<file path="src/tnas_pkg.sv">
// Shared types and constants for the top-N argmax selector.
// No dependencies; used by every module under src/.
package tnas_pkg;

    localparam int MAX_TOP     = 8;
    localparam int MAX_CLASSES = 4096;
    localparam int SCORE_W     = 32;
    localparam int IDX_W       = 12;
    localparam int TOPC_W      = 4;
    localparam int ARR_W       = $clog2(MAX_CLASSES + 1);
    localparam int KEPT_W      = $clog2(MAX_TOP + 1);
    localparam int FIFO_DEPTH  = 2;
    localparam int FIFO_PTR_W  = $clog2(FIFO_DEPTH);
    localparam int FIFO_CNT_W  = $clog2(FIFO_DEPTH + 1);

    localparam logic [TOPC_W-1:0] TOP_COUNT_RESET = TOPC_W'(5);

    // Input request
    typedef struct packed {
        logic signed [SCORE_W-1:0] score;
        logic                      final_item;
    } in_item_t;

    // Result request
    typedef struct packed {
        logic [IDX_W-1:0]          class_index;
        logic signed [SCORE_W-1:0] class_score;
        logic                      last_of_run;
    } out_item_t;

    // Classified item passed from front to back
    typedef struct packed {
        logic signed [SCORE_W-1:0] score;
        logic [IDX_W-1:0]          pos;
        logic                      rank;
        logic                      final_item;
    } q_item_t;

    // One kept entry
    typedef struct packed {
        logic signed [SCORE_W-1:0] score;
        logic [IDX_W-1:0]          pos;
    } entry_t;

    // Sorter to drain control
    typedef struct packed {
        logic              load;
        logic [KEPT_W-1:0] count;
    } drain_ctl_t;

endpackage

</file>
<file path="src/tnas_front.sv">
// Front end: accepts scores, numbers them by arrival and queues them.
// Depends on tnas_pkg.
module tnas_front (
    input  logic                aclk,
    input  logic                aresetn,
    input  logic                s_valid,
    output logic                s_ready,
    input  tnas_pkg::in_item_t  s_data,
    output logic                q_valid,
    input  logic                q_ready,
    output tnas_pkg::q_item_t   q_data
);

    logic [tnas_pkg::ARR_W-1:0]      arr_cnt_reg, arr_cnt_next;
    logic [tnas_pkg::FIFO_PTR_W-1:0] wr_ptr_reg, rd_ptr_reg;
    logic [tnas_pkg::FIFO_CNT_W-1:0] fill_reg, fill_next;
    tnas_pkg::q_item_t               fifo_mem [tnas_pkg::FIFO_DEPTH];
    tnas_pkg::q_item_t               cls;
    logic                            push, pop;

    assign s_ready = (fill_reg != tnas_pkg::FIFO_CNT_W'(tnas_pkg::FIFO_DEPTH));
    assign q_valid = (fill_reg != '0);
    assign q_data  = fifo_mem[rd_ptr_reg];
    assign push    = s_valid && s_ready;
    assign pop     = q_valid && q_ready;

    // Classify: position and whether the item is still ranked
    always_comb begin
        cls.score      = s_data.score;
        cls.pos        = arr_cnt_reg[tnas_pkg::IDX_W-1:0];
        cls.rank       = (arr_cnt_reg < tnas_pkg::ARR_W'(tnas_pkg::MAX_CLASSES));
        cls.final_item = s_data.final_item;
    end

    // Arrival counter, saturating, cleared at vector end
    always_comb begin
        arr_cnt_next = arr_cnt_reg;
        if (push) begin
            if (s_data.final_item) begin
                arr_cnt_next = '0;
            end else if (cls.rank) begin
                arr_cnt_next = arr_cnt_reg + 1'b1;
            end
        end
    end

    always_comb begin
        fill_next = fill_reg;
        if (push && !pop) begin
            fill_next = fill_reg + 1'b1;
        end else if (pop && !push) begin
            fill_next = fill_reg - 1'b1;
        end
    end

    always_ff @(posedge aclk) begin
        if (!aresetn) begin
            arr_cnt_reg <= '0;
            wr_ptr_reg  <= '0;
            rd_ptr_reg  <= '0;
            fill_reg    <= '0;
        end else begin
            arr_cnt_reg <= arr_cnt_next;
            fill_reg    <= fill_next;
            if (push) begin
                wr_ptr_reg <= (wr_ptr_reg == tnas_pkg::FIFO_PTR_W'(tnas_pkg::FIFO_DEPTH - 1))
                              ? '0 : wr_ptr_reg + 1'b1;
            end
            if (pop) begin
                rd_ptr_reg <= (rd_ptr_reg == tnas_pkg::FIFO_PTR_W'(tnas_pkg::FIFO_DEPTH - 1))
                              ? '0 : rd_ptr_reg + 1'b1;
            end
        end
    end

    // Queue storage
    always_ff @(posedge aclk) begin
        if (push) begin
            fifo_mem[wr_ptr_reg] <= cls;
        end
    end

    a_fill_bound: assert property (@(posedge aclk) disable iff (!aresetn)
        fill_reg <= tnas_pkg::FIFO_CNT_W'(tnas_pkg::FIFO_DEPTH))
        else $error("queue fill above depth");

    a_arr_clear: assert property (@(posedge aclk) disable iff (!aresetn)
        (push && s_data.final_item) |=> (arr_cnt_reg == '0))
        else $error("arrival counter not cleared at vector end");

endmodule

</file>
<file path="src/tnas_sorter.sv">
// Back end sorter: compare-and-shift insertion into the kept list.
// Depends on tnas_pkg.
module tnas_sorter (
    input  logic                          aclk,
    input  logic                          aresetn,
    input  logic [tnas_pkg::TOPC_W-1:0]   top_count,
    input  logic                          q_valid,
    output logic                          q_ready,
    input  tnas_pkg::q_item_t             q_data,
    input  logic                          can_load,
    output tnas_pkg::drain_ctl_t          dctl,
    output tnas_pkg::entry_t              load_entries [tnas_pkg::MAX_TOP]
);

    tnas_pkg::entry_t            kept_reg [tnas_pkg::MAX_TOP];
    tnas_pkg::entry_t            ins      [tnas_pkg::MAX_TOP];
    tnas_pkg::entry_t            new_ent;
    logic [tnas_pkg::MAX_TOP-1:0] ge;
    logic [tnas_pkg::KEPT_W-1:0] kept_cnt_reg, kept_cnt_next, cnt_ins, clamp_n;
    logic                        pop, take;

    assign q_ready = !q_data.final_item || can_load;
    assign pop     = q_valid && q_ready;
    assign take    = pop && q_data.rank && !ge[tnas_pkg::MAX_TOP-1];

    // Per-cell compare and shift select
    always_comb begin
        new_ent.score = q_data.score;
        new_ent.pos   = q_data.pos;
        for (int i = 0; i < tnas_pkg::MAX_TOP; i++) begin
            ge[i] = (i < int'(kept_cnt_reg)) && (kept_reg[i].score >= q_data.score);
        end
        for (int i = 0; i < tnas_pkg::MAX_TOP; i++) begin
            if (ge[i]) begin
                ins[i] = kept_reg[i];
            end else if (i == 0) begin
                ins[i] = new_ent;
            end else if (ge[(i == 0) ? 0 : i - 1]) begin
                ins[i] = new_ent;
            end else begin
                ins[i] = kept_reg[(i == 0) ? 0 : i - 1];
            end
        end
    end

    // Entry count after this insertion
    always_comb begin
        cnt_ins = kept_cnt_reg;
        if (take && (int'(kept_cnt_reg) < tnas_pkg::MAX_TOP)) begin
            cnt_ins = kept_cnt_reg + 1'b1;
        end
        kept_cnt_next = kept_cnt_reg;
        if (pop) begin
            kept_cnt_next = q_data.final_item ? '0 : cnt_ins;
        end
    end

    // Report count: top_count clamped to 1..MAX_TOP, then to entries seen
    always_comb begin
        if (top_count == '0) begin
            clamp_n = tnas_pkg::KEPT_W'(1);
        end else if (int'(top_count) > tnas_pkg::MAX_TOP) begin
            clamp_n = tnas_pkg::KEPT_W'(tnas_pkg::MAX_TOP);
        end else begin
            clamp_n = tnas_pkg::KEPT_W'(top_count);
        end
        dctl.load  = pop && q_data.final_item;
        dctl.count = (clamp_n < cnt_ins) ? clamp_n : cnt_ins;
        for (int i = 0; i < tnas_pkg::MAX_TOP; i++) begin
            load_entries[i] = take ? ins[i] : kept_reg[i];
        end
    end

    always_ff @(posedge aclk) begin
        if (!aresetn) begin
            kept_cnt_reg <= '0;
        end else begin
            kept_cnt_reg <= kept_cnt_next;
        end
    end

    // Kept list, no reset on payload
    always_ff @(posedge aclk) begin
        if (take) begin
            kept_reg <= ins;
        end
    end

    a_cnt_bound: assert property (@(posedge aclk) disable iff (!aresetn)
        int'(kept_cnt_reg) <= tnas_pkg::MAX_TOP)
        else $error("kept count above list depth");

    a_order: assert property (@(posedge aclk) disable iff (!aresetn)
        (kept_cnt_reg >= tnas_pkg::KEPT_W'(2)) |-> (kept_reg[0].score >= kept_reg[1].score))
        else $error("kept list out of order");

    a_final_stall: assert property (@(posedge aclk) disable iff (!aresetn)
        (q_valid && q_data.final_item && !can_load) |=> q_valid)
        else $error("final request dropped while drain busy");

endmodule

</file>
<file path="src/tnas_drain.sv">
// Back end drain: holds a snapshot of the ranked list and shifts it out.
// Depends on tnas_pkg.
module tnas_drain (
    input  logic                     aclk,
    input  logic                     aresetn,
    input  tnas_pkg::drain_ctl_t     dctl,
    input  tnas_pkg::entry_t         load_entries [tnas_pkg::MAX_TOP],
    output logic                     can_load,
    output logic                     m_valid,
    input  logic                     m_ready,
    output tnas_pkg::out_item_t      m_data
);

    tnas_pkg::entry_t            buf_reg [tnas_pkg::MAX_TOP];
    logic [tnas_pkg::KEPT_W-1:0] left_reg, left_next;
    logic                        m_take;

    assign m_valid  = (left_reg != '0);
    assign m_take   = m_valid && m_ready;
    assign can_load = (left_reg == '0) ||
                      ((left_reg == tnas_pkg::KEPT_W'(1)) && m_ready);

    // Head of the buffer is the current result
    always_comb begin
        m_data.class_index = buf_reg[0].pos;
        m_data.class_score = buf_reg[0].score;
        m_data.last_of_run = (left_reg == tnas_pkg::KEPT_W'(1));
    end

    always_comb begin
        left_next = left_reg;
        if (dctl.load) begin
            left_next = dctl.count;
        end else if (m_take) begin
            left_next = left_reg - 1'b1;
        end
    end

    always_ff @(posedge aclk) begin
        if (!aresetn) begin
            left_reg <= '0;
        end else begin
            left_reg <= left_next;
        end
    end

    // Snapshot load or shift toward the head
    always_ff @(posedge aclk) begin
        if (dctl.load) begin
            buf_reg <= load_entries;
        end else if (m_take) begin
            for (int i = 0; i < tnas_pkg::MAX_TOP - 1; i++) begin
                buf_reg[i] <= buf_reg[i + 1];
            end
        end
    end

    a_load_free: assert property (@(posedge aclk) disable iff (!aresetn)
        dctl.load |-> can_load)
        else $error("drain loaded while results pending");

    a_count_down: assert property (@(posedge aclk) disable iff (!aresetn)
        (m_take && !dctl.load) |=> (left_reg == $past(left_reg) - 1'b1))
        else $error("drain count did not step");

endmodule

</file>
<file path="src/top_n_argmax_select_unit.sv">
// Top-N argmax selector: an accepted final score passes the queue register into the
// drain snapshot, then one result per cycle while m_ready is high: top_count results
// per vector, clamped to 1..MAX_TOP and to the ranked scores seen. Throughput is one
// score per cycle while the queue has room; a final score waits in the queue only
// while the previous vector's results are still draining. aresetn (synchronous,
// active low) clears counters and queues and sets top_count to 5, not the kept list.
module top_n_argmax_select_unit (
    input  logic                          aclk,
    input  logic                          aresetn,
    input  logic                          cfg_we,
    input  logic [tnas_pkg::TOPC_W-1:0]   cfg_wdata,
    input  logic                          s_valid,
    output logic                          s_ready,
    input  tnas_pkg::in_item_t            s_data,
    output logic                          m_valid,
    input  logic                          m_ready,
    output tnas_pkg::out_item_t           m_data
);

    logic [tnas_pkg::TOPC_W-1:0] top_count_reg;
    logic                        q_valid, q_ready, can_load;
    tnas_pkg::q_item_t           q_data;
    tnas_pkg::drain_ctl_t        dctl;
    tnas_pkg::entry_t            load_entries [tnas_pkg::MAX_TOP];

    // Configuration register
    always_ff @(posedge aclk) begin
        if (!aresetn) begin
            top_count_reg <= tnas_pkg::TOP_COUNT_RESET;
        end else if (cfg_we) begin
            top_count_reg <= cfg_wdata;
        end
    end

    tnas_front u_front (
        .aclk    (aclk),
        .aresetn (aresetn),
        .s_valid (s_valid),
        .s_ready (s_ready),
        .s_data  (s_data),
        .q_valid (q_valid),
        .q_ready (q_ready),
        .q_data  (q_data)
    );

    tnas_sorter u_sorter (
        .aclk         (aclk),
        .aresetn      (aresetn),
        .top_count    (top_count_reg),
        .q_valid      (q_valid),
        .q_ready      (q_ready),
        .q_data       (q_data),
        .can_load     (can_load),
        .dctl         (dctl),
        .load_entries (load_entries)
    );

    tnas_drain u_drain (
        .aclk         (aclk),
        .aresetn      (aresetn),
        .dctl         (dctl),
        .load_entries (load_entries),
        .can_load     (can_load),
        .m_valid      (m_valid),
        .m_ready      (m_ready),
        .m_data       (m_data)
    );

endmodule
</file>
<file path="config.mk">
export PLATFORM = sky130hd
export DESIGN_NAME = top_n_argmax_select_unit
export DESIGN_NICKNAME = d
export VERILOG_FILES = /design/src/tnas_pkg.sv /design/src/tnas_front.sv /design/src/tnas_sorter.sv /design/src/tnas_drain.sv /design/src/top_n_argmax_select_unit.sv
export SDC_FILE = /design/constraint.sdc
export NUM_CORES = 2
export LEC_CHECK = 0
export ABC_CLOCK_PERIOD_IN_PS = 14800
export BUFFER_PORTS_ARGS = -buffer_cell sky130_fd_sc_hd__buf_2
export CAP_MARGIN = 20
export CORE_MARGIN = 5
export CORE_UTILIZATION = 30
export CTS_CLUSTER_SIZE = 10
export DETAILED_ROUTE_END_ITERATION = 16
export HOLD_SLACK_MARGIN = 0.15
export PLACE_DENSITY_LB_ADDON = 0.1
export SLEW_MARGIN = 20
export SYNTH_ARGS = -nofsm -noshare
export SYNTH_HDL_FRONTEND = slang
export SYNTH_SLANG_ARGS = --single-unit
export TNS_END_PERCENT = 10
</file>
<file path="constraint.sdc">
create_clock -name aclk -period 14.8 [get_ports aclk]
set_input_delay 1.48 -clock aclk [delete_from_list [all_inputs] [get_ports aclk]]
set_output_delay 1.48 -clock aclk [all_outputs]
set_load 0.02 [all_outputs]
</file>
==> run summary <==
Post-Synthesis Cells: 4036
Area Overhead vs Synth: 11.9%
Root Driver: clkbuf_16
Yosys top cell by area: edfxtp_1
Worst Path Required: 15.23 ns
Clock network latency to the later pin of the worst-skew pair: 0.74 ns
Initial antenna violation count: 3
Status: completed
Die H: 399 um
Post-DP HPWL: 95100 um
Length of routed met2 wiring: 70300 um
Initial drt markers: 2552
All-Layer GR Usage: 19.0%
Most used cell, CP: buf_4
Clock sinks: 826
Core area: 0.151 mm^2
Main synth FF type: edfxtp_1
Highest Signal Layer: met4
Max_slew headroom: 9.04%
Slowest CP cell: or2_2
Final setup vio count: 0
Post-synth EDFFs: 796
Leak pwr: 17.5 nW
Grt total ovfl: 0
CP max stage delay: 0.77 ns
First-pass GRT wire length: 226000 um
Final hold slack: 0.463 ns
Placed cell count: 5906
Post-route clock skew: 0.0457 ns
Final Hold Viols: 0
Largest register FFs: 352
Period utilization: 50.4%
Die area: 0.160 mm^2
Setup bufs post-CTS: 0
Cell family with most CP delay: buffers and inverters
Nets: 4290
Filler cells: 15224
Via count: 32281
Routed met1 length: 74200 um
Dpl ws: 7.36 ns
WL met3: 6260 um
Tmin final: 7.47 ns
Critical Path Sink Type: flop
I/O Buffers: 88
Area of the multi-input gates: 0.0195 mm^2
Ys Warns: 0
Final Instance Count excl. Fillers: 6100
Dominant cells by area after synthesis: edfxtp_1, mux2i_1, ha_1, nand2_1, o21ai_0
Worst VDD drop: 0.285 mV
Top-area cell type share of the netlist area: 52.5%
Vias in the first global route: 31718
Final antenna-violating net count: 0
Std-Cell Rows: 143
Peak Freq: 0.134 GHz
Crit-path cells: buf_4 > mux2_2 > inv_1 > ha_1 > nand2_1 > o21ai_0 > a41oi_1 > a211oi_1 > a211o_4 > clkinv_16 > buf_4 > o31ai_4 > or2_2 > buf_4 > o211ai_1
# diodes: 0
Wirelength, routed: 155000 um
Worst setup margin: 7.33 ns
Largest net degree at the start of global routing: 144
Setup TNS: 0 ns
Startpoint Class: flop
Top-count cell post-synth: edfxtp_1
PwrDens: 264 mW/mm^2
Initial Utilization: 30.1%
Pins Over Slew Limit: 0
Max-Cap Viols: 0
Cell area after layout: 0.0509 mm^2
Via/cell ratio: 5.29
Post_cts resized: 0
Cell variety after synth: 73
TritonRoute pass-1 iters: 7
Synth top cells by count: edfxtp_1, nand2_1, o21ai_0
IO Pins: 89
CTS max path bufs: 3
Sequential fraction of the synthesis area: 53.9%
CTS H-tree lvls: 3
Netlist Area Pre-Place: 0.0455 mm^2
Worst-Margin Slew: 1.35 ns
DP Area: 0.0477 mm^2
Drt wl/cell: 25.3 um
Clock transition at path regs: 0.06 ns
# DRC: 0
GPL Wtd Cong: 0.813
Avg Inst Size Synth: 11.3 um^2
Reg area: 0.0245 mm^2
Critical Path Fanout Max: 118
Hold_buf cts: 0
WP data arrival: 7.90 ns
Seq cells post-synth: 826
Buffers & Inverters on Critical Path: 5
Setup CP Type: flop to flop
Die width: 399 um
Unrepaired setup endpoints after global routing: no
Async set-reset flop share out of synthesis: 0%
Worst hold-check path type: flop to flop
Share of layout cells above drive strength 1: 10.0%
CTS tree: yes
CTS Buf Count: 105
Synth Net Count: 4343
==> cell usage in the layout, fill, tap and decap left out, drive strengths merged, types with 8 or more instances in the layout <==
cell type  synthesis  routed
a211oi            10      10
a21o              34      34
a21oi            106     106
a31oi             48      48
and2              53      53
buf              142     146
clkbuf           164     151
clkinv             0      35
dfxtp             30      30
edfxtp           796     796
ha               265     265
inv               65      69
mux2              90      90
mux2i            384     384
nand2            649     649
nand2b             9       9
nand3            252     252
nand4             48      48
nor2              47      47
nor2b             10      10
nor3              14      14
nor4               8       8
o211ai           181     181
o21a              10      10
o21ai            442     442
o311ai            33      33
o31ai             50      50
or2                9       9
xnor2              8       8
xor2               8       8
==> report_power, final <==
part,leakage (nW),switching [mW],total [mW],internal (mW)
sequential,7.79,0.764,5.20,4.43
combinational,8.15,4.04,5.79,1.75
clock,1.54,1.06,2.44,1.38
==> worst register-to-register path: stages (launching register included) <==
cell	delay, ns
dfxtp_4	0.52
buf_4	0.75
mux2_2	0.58
inv_1	0.42
ha_1	0.22
nand2_1	0.05
o21ai_0	0.31
a41oi_1	0.18
a211oi_1	0.60
a211o_4	0.63
clkinv_16	0.51
buf_4	0.73
o31ai_4	0.16
or2_2	0.77
buf_4	0.57
o211ai_1	0.18
==> routing by layer <==
metal | GRT usage, % | vias to the layer above
met4 | 4.57 | 0
met1 | 27.2 | 16189
li1 | - | 15180
met5 | 0 | -
met2 | 30.4 | 722
met3 | 2.62 | 190
==> cells by family (layout without fill, tap and decap cells) <==
| group | Yosys count | in the layout | share of synthesized area (%) |
|---|---|---|---|
| compound gates | 959 | 959 | 13.0 |
| xor+xnor | 16 | 16 | 0.308 |
| fa+ha+maj | 265 | 265 | 7.29 |
| buf+inv | 371 | 405 | 3.73 |
| flops | 826 | 826 | 53.9 |
| mux | 474 | 474 | 10.8 |
| simple gates | 1125 | 1125 | 11.1 |
==> worst paths after layout <==
kind	depth (start not counted)	start	to	slack [ns]
max	15	flop	u_drain.buf_reg[110]	7.33
min	0	u_front.arr_cnt_reg[11]	u_front.fifo_mem[0][13]	0.46
max reg2reg	15	flop	u_drain.buf_reg[110]	7.33
min reg2reg	0	u_front.arr_cnt_reg[11]	u_front.fifo_mem[0][13]	0.46
==> stage by stage <==
| stage | total power [mW] | utilization, % |
|---|---|---|
| 6_report | 13.4 | 33.6 |
| 5_1_grt | 14.3 | 33.6 |
| 4_1_cts | 13.6 | 33.6 |
| 3_5_place_dp | 11.1 | 31.5 |
| 3_3_place_gp | 11.1 | 31.5 |
| 2_1_floorplan | 8.90 | - |
==> final cells by class <==
cell class                      count  area share (%)
Timing Repair Buffer              146            1.82
Clock inverter                     43           0.558
Tap cell                         2030            4.99
Inverter                           65           0.546
Sequential cell                   826            48.2
Clock buffer                      151            5.68
Multi-Input combinational cell   2839            38.2
(Power assumes the default switching activity.)
